File: config.mk
export PLATFORM = sky130hd
export DESIGN_NAME = ddp_led_packet_framer_unit
export DESIGN_NICKNAME = d
export VERILOG_FILES = /design/src/rtl/core/ddplf_pkg.sv /design/src/rtl/core/ddp_led_packet_framer_unit.sv
export SDC_FILE = /design/constraint.sdc
export NUM_CORES = 1
export LEC_CHECK = 0
export BUFFER_PORTS_ARGS = -buffer_cell sky130_fd_sc_hd__clkbuf_2
export CAP_MARGIN = 5
export CORE_MARGIN = 5
export CORE_UTILIZATION = 55
export CTS_BUF_LIST = sky130_fd_sc_hd__clkbuf_4
export CTS_CLUSTER_SIZE = 10
export DETAILED_ROUTE_END_ITERATION = 10
export GPL_ROUTABILITY_DRIVEN = 0
export PLACE_DENSITY_LB_ADDON = 0.08
export SLEW_MARGIN = 10
export SYNTH_ARGS = -nofsm -noshare
export SYNTH_HDL_FRONTEND = slang
export SYNTH_SLANG_ARGS = --single-unit
File: constraint.sdc
create_clock -name clk -period 3.5 [get_ports clk]
set_input_delay 0.525 -clock clk [delete_from_list [all_inputs] [get_ports clk]]
set_output_delay 0.525 -clock clk [all_outputs]
set_load 0.01 [all_outputs]
File: src/rtl/core/ddplf_pkg.sv
`timescale 1ns / 1ps
// ----------------------------------------------------------------------------
// ddplf_pkg
// Shared constants for the DDP LED packet framer: header codes, register
// indexes and the beat codes used to walk through a datagram header.
// ----------------------------------------------------------------------------
package ddplf_pkg;

	// default datagram payload size in channel bytes
	localparam int PACKET_CHANNELS_DEF = 1440;

	localparam int COUNT_W = 16;
	localparam int BYTE_W  = 8;
	localparam int SEQ_W   = 4;

	typedef logic [BYTE_W-1:0] byte_t;
	typedef logic [3:0]        beat_t;
	typedef logic [0:0]        reg_index_t;

	// configuration register indexes
	localparam reg_index_t REG_CHANNEL_COUNT = 1'd0;
	localparam reg_index_t REG_RGBW_MODE     = 1'd1;

	localparam logic [COUNT_W-1:0] CHANNEL_COUNT_RST = 16'd3;

	// header byte codes
	localparam byte_t HDR_VERSION    = 8'h40;
	localparam byte_t HDR_PUSH       = 8'h01;
	localparam byte_t HDR_DISPLAY_ID = 8'h01;
	localparam byte_t TYPE_RGB8      = 8'h8B;
	localparam byte_t TYPE_RGBW8     = 8'h9B;
	localparam byte_t BYTE_ZERO      = 8'h00;

	// output beats of a transaction that opens a datagram: ten header bytes then the data byte
	localparam beat_t BEAT_FLAGS = 4'd0;
	localparam beat_t BEAT_SEQ   = 4'd1;
	localparam beat_t BEAT_TYPE  = 4'd2;
	localparam beat_t BEAT_ID    = 4'd3;
	localparam beat_t BEAT_OFF3  = 4'd4;
	localparam beat_t BEAT_OFF2  = 4'd5;
	localparam beat_t BEAT_OFF1  = 4'd6;
	localparam beat_t BEAT_OFF0  = 4'd7;
	localparam beat_t BEAT_LEN1  = 4'd8;
	localparam beat_t BEAT_LEN0  = 4'd9;
	localparam beat_t BEAT_DATA  = 4'd10;

endpackage

File: src/rtl/core/ddp_led_packet_framer_unit.sv
`timescale 1ns / 1ps
// ----------------------------------------------------------------------------
// ddp_led_packet_framer_unit
// Splits a frame of LED channel bytes into DDP datagrams, putting a 10-byte
// header ahead of the first data byte of each datagram.
// ----------------------------------------------------------------------------
// path: an input byte goes through the item register, then the output register
// throughput: 1 channel byte per cycle inside a datagram while out_ready holds;
//   a byte that opens a datagram stalls the input for its ten header bytes
// reset: arst_n clears frame, datagram and sequence state, channel_count
//   returns to 3 and rgbw_mode to 0; no clearing pass
module ddp_led_packet_framer_unit #(
	parameter int PACKET_CHANNELS = ddplf_pkg::PACKET_CHANNELS_DEF
) (
	input  logic                           clk,
	input  logic                           arst_n,
	// configuration
	input  logic                           cfg_write,
	input  ddplf_pkg::reg_index_t          cfg_index,
	input  logic [ddplf_pkg::COUNT_W-1:0]  cfg_data,
	// channel byte input
	input  logic                           in_valid,
	output logic                           in_ready,
	input  logic [ddplf_pkg::BYTE_W-1:0]   channel_value,
	// datagram byte output
	output logic                           out_valid,
	input  logic                           out_ready,
	output logic [ddplf_pkg::BYTE_W-1:0]   out_byte,
	output logic                           datagram_end,
	output logic                           run_last
);

	localparam int PW = (PACKET_CHANNELS > 1) ? $clog2(PACKET_CHANNELS + 1) : 1;
	localparam int CW = ddplf_pkg::COUNT_W;

	// configuration registers
	logic [CW-1:0] channel_count_q;
	logic          rgbw_mode_q;

	// framing state
	logic [CW-1:0]                 frame_pos_q;
	logic [PW-1:0]                 pkt_pos_q;
	logic [ddplf_pkg::SEQ_W-1:0]   seq_q;

	// item register
	logic                          item_valid_s1;
	ddplf_pkg::beat_t              beat_s1;
	ddplf_pkg::byte_t              data_s1;
	logic                          last_s1;
	logic [ddplf_pkg::SEQ_W-1:0]   seq_s1;
	logic                          rgbw_s1;
	logic [CW-1:0]                 offset_s1;
	logic [PW-1:0]                 size_s1;
	logic                          pkt_end_s1;

	// output register
	logic                          out_valid_q;
	ddplf_pkg::byte_t              out_byte_q;
	logic                          dend_q;
	logic                          last_q;

	logic                          in_acc;
	logic                          out_load;
	logic                          move;
	logic                          is_data;
	logic                          open_pkt;
	logic [CW-1:0]                 rem;
	logic                          last_pkt;
	logic [PW-1:0]                 size;
	logic                          frame_end;
	logic                          pkt_end;
	logic [CW-1:0]                 size_w;
	ddplf_pkg::byte_t              beat_byte;

	assign out_load = !out_valid_q || out_ready;
	assign is_data  = (beat_s1 == ddplf_pkg::BEAT_DATA);
	assign move     = item_valid_s1 && out_load;
	assign in_ready = !item_valid_s1 || (out_load && is_data);
	assign in_acc   = in_valid && in_ready;

	// header fields for a transaction that opens a datagram, and frame and datagram end flags
	always_comb begin
		open_pkt  = (pkt_pos_q == '0);
		rem       = (channel_count_q > frame_pos_q) ? (channel_count_q - frame_pos_q)
		                                            : CW'(1);
		last_pkt  = ({1'b0, rem} <= (CW+1)'(PACKET_CHANNELS));
		size      = last_pkt ? rem[PW-1:0] : PW'(PACKET_CHANNELS);
		frame_end = (({1'b0, frame_pos_q} + (CW+1)'(1)) >= {1'b0, channel_count_q});
		pkt_end   = frame_end
		            || (({1'b0, pkt_pos_q} + (PW+1)'(1)) >= (PW+1)'(PACKET_CHANNELS));
	end

	always_ff @(posedge clk or negedge arst_n) begin
		if (!arst_n) begin
			channel_count_q <= ddplf_pkg::CHANNEL_COUNT_RST;
			rgbw_mode_q     <= 1'b0;
		end else if (cfg_write) begin
			unique case (cfg_index)
				ddplf_pkg::REG_CHANNEL_COUNT: channel_count_q <= cfg_data;
				ddplf_pkg::REG_RGBW_MODE:     rgbw_mode_q     <= cfg_data[0];
				default: ;
			endcase
		end
	end

	always_ff @(posedge clk or negedge arst_n) begin
		if (!arst_n) begin
			frame_pos_q <= '0;
			pkt_pos_q   <= '0;
			seq_q       <= '0;
		end else if (in_acc) begin
			if (open_pkt) begin
				seq_q <= seq_q + 1'b1;
			end
			if (frame_end) begin
				frame_pos_q <= '0;
				pkt_pos_q   <= '0;
			end else begin
				frame_pos_q <= frame_pos_q + 1'b1;
				pkt_pos_q   <= pkt_end ? '0 : pkt_pos_q + 1'b1;
			end
		end
	end

	// item register control
	always_ff @(posedge clk or negedge arst_n) begin
		if (!arst_n) begin
			item_valid_s1 <= 1'b0;
			beat_s1       <= ddplf_pkg::BEAT_FLAGS;
		end else if (in_acc) begin
			item_valid_s1 <= 1'b1;
			beat_s1       <= open_pkt ? ddplf_pkg::BEAT_FLAGS : ddplf_pkg::BEAT_DATA;
		end else if (move) begin
			if (is_data) begin
				item_valid_s1 <= 1'b0;
			end else begin
				beat_s1 <= beat_s1 + 1'b1;
			end
		end
	end

	always_ff @(posedge clk) begin
		if (in_acc) begin
			data_s1    <= channel_value;
			last_s1    <= last_pkt;
			seq_s1     <= seq_q;
			rgbw_s1    <= rgbw_mode_q;
			offset_s1  <= frame_pos_q;
			size_s1    <= size;
			pkt_end_s1 <= pkt_end;
		end
	end

	assign size_w = CW'(size_s1);

	always_comb begin
		unique case (beat_s1) inside
			ddplf_pkg::BEAT_FLAGS:
				beat_byte = ddplf_pkg::HDR_VERSION | (last_s1 ? ddplf_pkg::HDR_PUSH
				                                            : ddplf_pkg::BYTE_ZERO);
			ddplf_pkg::BEAT_SEQ:
				beat_byte = ddplf_pkg::byte_t'(seq_s1);
			ddplf_pkg::BEAT_TYPE:
				beat_byte = rgbw_s1 ? ddplf_pkg::TYPE_RGBW8 : ddplf_pkg::TYPE_RGB8;
			ddplf_pkg::BEAT_ID:
				beat_byte = ddplf_pkg::HDR_DISPLAY_ID;
			// offset is below 64k, so its top two bytes are zero
			ddplf_pkg::BEAT_OFF3, ddplf_pkg::BEAT_OFF2:
				beat_byte = ddplf_pkg::BYTE_ZERO;
			ddplf_pkg::BEAT_OFF1:
				beat_byte = offset_s1[15:8];
			ddplf_pkg::BEAT_OFF0:
				beat_byte = offset_s1[7:0];
			ddplf_pkg::BEAT_LEN1:
				beat_byte = size_w[15:8];
			ddplf_pkg::BEAT_LEN0:
				beat_byte = size_w[7:0];
			default:
				beat_byte = data_s1;
		endcase
	end

	always_ff @(posedge clk or negedge arst_n) begin
		if (!arst_n) begin
			out_valid_q <= 1'b0;
		end else if (out_load) begin
			out_valid_q <= item_valid_s1;
		end
	end

	always_ff @(posedge clk) begin
		if (move) begin
			out_byte_q <= beat_byte;
			dend_q     <= is_data && pkt_end_s1;
			last_q     <= is_data;
		end
	end

	assign out_valid    = out_valid_q;
	assign out_byte     = out_byte_q;
	assign datagram_end = dend_q;
	assign run_last     = last_q;

`ifndef SYNTHESIS
	a_beat_range: assert property (@(posedge clk) disable iff (!arst_n)
		item_valid_s1 |-> (beat_s1 <= ddplf_pkg::BEAT_DATA))
		else $error("beat counter ran past the data beat");

	a_dend_last: assert property (@(posedge clk) disable iff (!arst_n)
		(out_valid && datagram_end) |-> run_last)
		else $error("datagram end flagged on a header byte");

	a_pkt_pos: assert property (@(posedge clk) disable iff (!arst_n)
		({1'b0, pkt_pos_q} < (PW+1)'(PACKET_CHANNELS)))
		else $error("datagram position reached the datagram size");

	a_open_hdr: assert property (@(posedge clk) disable iff (!arst_n)
		(in_acc && (pkt_pos_q == '0)) |=>
			(item_valid_s1 && (beat_s1 == ddplf_pkg::BEAT_FLAGS)))
		else $error("datagram opened without a header");
`endif

endmodule
### Word level (Yosys, flattened, before mapping)

Cells that the tools add are included.

* register bits after elaboration: 106
* output and inout bits: 12
* logic and storage cells: 74

* add/subtract/negate cells: 7
* $lt $le $gt $ge: 4
* eq/ne operators: 11
* mux-type cells: 14
* bitwise logic cells: 1
* reduce and logical (&&, ||, !) cells: 19

Operators with widths (count)
* case mux 8 bit (9 select lines): 1
* 2-to-1 mux 16 bit: 2
* 2-to-1 mux 11 bit: 2
* adder 16 x 1 -> 17 bit (second input constant): 1
* >= comparator 17 x 16 -> 1 bit: 1
* adder 16 x 1 -> 16 bit (second input constant): 1
* == test 4 x 3 -> 1 bit (second input constant): 4
* greater-than comparator 16 bit: 1
* less-or-equal comparator 16 x 11 -> 1 bit (second input constant): 1
* 2-to-1 mux 4 bit: 4
* subtractor 16 bit: 1
* adder 11 x 1 -> 12 bit (second input constant): 1
* == test 4 bit (second input constant): 3
* >= comparator 12 x 11 -> 1 bit (second input constant): 1
* adder 11 x 1 -> 11 bit (second input constant): 1
* zero test 11 bit: 1
* AND reduction 2 bit: 5
* adder 4 x 1 -> 4 bit (second input constant): 2
* == test 4 x 2 -> 1 bit (second input constant): 2
* 2-to-1 mux 5 bit: 1
* == test 4 x 1 -> 1 bit (second input constant): 1
* logical AND 1 bit: 4
* zero test 4 bit: 1
* 2-to-1 mux 1 bit: 4
* 6 further kinds: 10

### Depth between registers and ports, before layout

* word-level depth: 7
* depth in mapped cells: 17
* mapped depth without buffers: 14

### Worst setup path before layout

OpenSTA, ideal clock, no wires.

* kind: register -> register
* start point: reg frame_pos_q[2]
* end point: reg pkt_end_s1, data pin
* library setup time: 0.281 ns
* arrival time: 3.309 ns
* required time: 3.219 ns
* path slack: -0.090 ns
* stages on the path, launching flop included: 15
* clock period less this slack: 3.590 ns
* cell sequence: dfrtp_1 clkbuf_1 nand3_1 or4_1 clkbuf_1 nor2_1 nand3_1 nor2_1 xnor2_1 ha_1 and3_1 a221oi_1 nand3_1 a21oi_1 inv_1

* word-level cells in the longest chain between the ends: 3

Ends and longest elaborated chain
* start, declared: line ddp_led_packet_framer_unit.sv:41 `logic [CW-1:0] frame_pos_q;`
* start signal, assigned: line ddp_led_packet_framer_unit.sv:119 `frame_pos_q <= frame_pos_q + 1'b1;`
* adder 16 x 1 -> 17 bit: line ddp_led_packet_framer_unit.sv:88 `frame_end = (({1'b0, frame_pos_q} + (CW+1)'(1)) >= {1'b0, channel_count_q});`
* >= comparator 17 x 16 -> 1 bit: line ddp_led_packet_framer_unit.sv:88
* logical OR 1 bit: line ddp_led_packet_framer_unit.sv:90 `|| (({1'b0, pkt_pos_q} + (PW+1)'(1)) >= (PW+1)'(PACKET_CHANNELS));`
* via pkt_end: line ddp_led_packet_framer_unit.sv:71 `logic pkt_end;`
* end signal, assigned: line ddp_led_packet_framer_unit.sv:150 `pkt_end_s1 <= pkt_end;`
* end, declared: line ddp_led_packet_framer_unit.sv:54 `logic pkt_end_s1;`

The timed path passes the listed nets, and every way through them passes these cells.
A chain may end at the register's enable or synchronous reset.

### Worst setup path in the final report

* start point: reg channel_count_q[0]
* end point: reg size_s1[8], data pin

* word-level cells in the longest chain between the ends: 3
* elaborated cells on any way between the ends: 4

Ends and longest elaborated chain
* start, declared: line ddp_led_packet_framer_unit.sv:37 `logic [CW-1:0] channel_count_q;`
* start signal, assigned: line ddp_led_packet_framer_unit.sv:95 `channel_count_q <= ddplf_pkg::CHANNEL_COUNT_RST;`
* start signal, assigned: line ddp_led_packet_framer_unit.sv:99 `ddplf_pkg::REG_CHANNEL_COUNT: channel_count_q <= cfg_data;`
* subtractor 16 bit / greater-than comparator 16 bit (equally long branches): line ddp_led_packet_framer_unit.sv:84 `rem = (channel_count_q > frame_pos_q) ? (channel_count_q - frame_pos_q)`
* 2-to-1 mux 16 bit *: line ddp_led_packet_framer_unit.sv:84
* less-or-equal comparator 16 x 11 -> 1 bit: line ddp_led_packet_framer_unit.sv:86 `last_pkt = ({1'b0, rem} <= (CW+1)'(PACKET_CHANNELS));`
* end signal, assigned: line ddp_led_packet_framer_unit.sv:149 `size_s1 <= size;`
* end, declared: line ddp_led_packet_framer_unit.sv:53 `logic [PW-1:0] size_s1;`

Every way passes the cells marked *; elsewhere a longest branch is shown, timed or not.

==> reports/metrics.csv <==
stage,metric,value,unit
outcome,status,finished clean,
floorplanning,core_area,11400,sq um
timing,fin_setup_tns,0,ns
global_routing,grt_max_degree,55,
yosys,yosysUniqueCellTypes,68,
floorplanning,die_w,118,um
setup_path,worstPathRequired,3.78,ns
timing,fin_skew,0.0313,ns
power,p_leak,2.95,nW
clock_tree,htree_levels,3,
yosys,ys_seq_area_frac,0.456,
layout,area_delta_synth_final,13.3,%
yosys,syn_inst,663,
clock_tree,clockBufferDepth,2,
yosys,synth_warnings,0,
route,dr_wl_met3,885,um
route,routed-wl-met2,7.49,mm
route,wl_met1,7.12,mm
yosys,netlist_top_cells_area,"edfxtp_1 (24%), dfrtp_1 (20%), ha_1 (7.8%)",
layout,nets,799,
floorplanning,die_h,118,um
yosys,async_flop_share,0.509,
clock_tree,cts_root_buffer,clkbuf_4,
setup_path,end_kind,register,
timing,min_period,3.42,ns
route,drt_iter0_drc,476,
timing,setup_viol,0,
power,p_sw,2.41,mW
global_routing,grt_pass1_vias,5252,
route,vias,5361,
route,routed_wl,15.9,mm
setup_path,r2r_cells,10,
placed_design,numPortBuffers,41,
yosys,yosysMostFrequentCell,nand2_1,
power,ir_worst_vdd,557,uV
setup_path,cp_max_fo,8,
setup_path,r2r_end,size_s1[8],
clock_tree,ctsHoldBuffers,0,
layout,register_area,2920,sq um
power,clkPwrFrac,0.114,
floorplanning,ios,42,
power,intPower,2.99,mW
placed_design,placed_cells,858,
route,highest_layer,met4,
yosys,synth_area,6400,sq um
timing,worstMarginPinSlew,1.05,ns
layout,multi_input_area,3300,sq um
clock_tree,cts-buffers-inserted,9,
power,seqPwrFrac,0.351,
yosys,synth.largest_area_cell,edfxtp_1,
placed_design,dp_hpwl,12.0,mm
yosys,yosys.area.top_type_share,0.244,
global_routing,track_usage,0.228,
layout,fillers,991,
route,vias_per_cell,6.12,
timing,slew_headroom,0.294,
clock_tree,clock_sinks,106,
clock_tree,clk_latency,0.50,ns
power,comb_power_share,0.535,
setup_path,critPathLaunchType,register,
route,ant_nets,0,
global_routing,antenna_found_initial,0,
global_routing,grt.overflow.total,0,
setup_path,startpoint,channel_count_q[0],
yosys,synth_edf_count,52,
global_routing,grt_pass1_wl,25.9,mm
layout,n_antenna_cell,0,
setup_path,worstSetupPathType,reg2reg,
timing,fmax,293,MHz
hold_path,hold_path.class,in2async,
power,power.density,746,nW/um^2
timing,slew_viol_final,0,
route,drc,0,
floorplanning,start_util,0.560,
clock_tree,tritoncts,built,
route,avgRoutedWirePerCell,18.2,um
yosys,synth_nets,734,
clock_tree,clk_pin_slew,0.19,ns
flow_run,drv_cap,0,
power,p_sw_frac,0.446,
setup_path,r2r_setup_slack,0.08,ns
yosys,avgSynthCellArea,9.65,sq um
timing,hold_viol,0,
setup_path,r2r_start,channel_count_q[0],
layout,drive_gt1_frac,0.196,
placed_design,dp_slack,-0.0617,ns
setup_path,cp.arrival,3.70,ns
floorplanning,die_area,13900,sq um
yosys,synth-seq-cells,106,
timing,finalCritPeriodShare,0.976,
route,first_pass_iters,5,
yosys,synth_commonest_cells,"nand2_1 (75), o21ai_0 (58), dfrtp_1 (52), edfxtp_1 (52), inv_1 (46)",
yosys,synthFlopType,edfxtp_1,
layout,final_cells,876,
floorplanning,row_count,39,
timing,worst_slack,0.0834,ns
cell usage in the layout, fill, tap and decap left out, types with 7 or more instances in the layout:
cell / synthesis / final
a21o_1: 9 / 9
inv_1: 46 / 45
and3_1: 11 / 11
edfxtp_1: 52 / 52
a211oi_1: 9 / 8
ha_1: 40 / 40
a21oi_1: 36 / 34
nand2b_1: 8 / 7
o21ai_0: 58 / 58
clkbuf_2: 0 / 41
a31oi_1: 7 / 7
or3_1: 10 / 10
nand3_1: 34 / 32
nor3_1: 14 / 12
clkbuf_4: 0 / 10
nor2b_1: 8 / 7
nor2_1: 23 / 21
a221oi_1: 8 / 7
dfrtp_1: 52 / 51
nand2_1: 75 / 74
buf_4: 0 / 42
nand4_1: 11 / 11
xnor2_1: 18 / 17
cell type report:
class	count	share of cell area
multi-input combinational	481	0.456
tap	143	0.0247
inverter	46	0.0238
timing repair buffer	84	0.0746
sequential	106	0.402
clock inverter	6	0.00811
clock buffer	10	0.0104
critical path, cell delays in order (launching register included):
cell      delay (ns)
dfstp_2         0.56
inv_1           0.05
ha_1            0.23
fa_1            0.39
nand2b_4        0.17
a211oi_4        0.24
o21a_4          0.15
a311oi_1        0.11
or3_1           0.36
or4_4           0.63
a211o_1         0.33
registers in the layout, summed over array words and instances (netlist names), 4 cells and up:
| name | cells |
|---|---|
| beat_s1 | 4 |
| frame_pos_q | 16 |
| seq_q | 4 |
| out_byte | 8 |
| offset_s1 | 16 |
| channel_count_q | 16 |
| seq_s1 | 4 |
| size_s1 | 11 |
| pkt_pos_q | 11 |
| data_s1 | 8 |
timing repair:
| action | 4_1_cts | 5_1_grt |
|---|---|---|
| endpoints found under the setup margin | 6 | 29 |
| pin swaps | 2 | 8 |
| resized for setup | 1 | 24 |
| cloned | 0 | 0 |
| setup buffers | 1 | 1 |
| endpoints found under the hold margin | 0 | 0 |
metal layers:
layer | track usage | up-vias
li1 | - | 2580
met1 | 0.316 | 2583
met2 | 0.356 | 173
met3 | 0.0485 | 25
met4 | 0.0796 | 0
met5 | 0 | -
power groups by stage:
stage	logic [mW]	clock network (mW)	registers, mW
floorplan	1.95	0	1.84
global placement	2.67	0	1.90
detailed placement	2.74	0	1.92
CTS	2.77	0.631	1.89
global route	3.19	0.682	1.94
finish	2.89	0.617	1.90
stage by stage:
stage	util	hold slack (ns)	cell area [sq um]	total power, mW
finish	0.635	0.144	7250	5.40
global route	0.635	0.142	7250	5.81
CTS	0.624	0.156	7130	5.29
detailed placement	0.612	0.437	6980	4.65
global placement	0.612	0.427	6980	4.57
floorplan	-	0.229	6410	3.79
logic make-up after synthesis:
kind of cell / count (synthesis) / synth area share
compound gates: 189 / 0.200
mux: 5 / 0.00841
fa+ha+maj: 41 / 0.0813
xor+xnor: 24 / 0.0329
buf+inv: 76 / 0.0471
flops: 106 / 0.456
simple gates: 222 / 0.174
worst max path at each step:
stage / to / cells after the start
6_report: size_s1[8] / 10
5_1_grt: frame_pos_q[7] / 15
4_1_cts: pkt_pos_q[9] / 14
3_5_place_dp: size_s1[8] / 10
3_3_place_gp: size_s1[10] / 10
2_1_floorplan: frame_pos_q[2] / 16
Note: power is estimated with default switching activity, not from simulation.
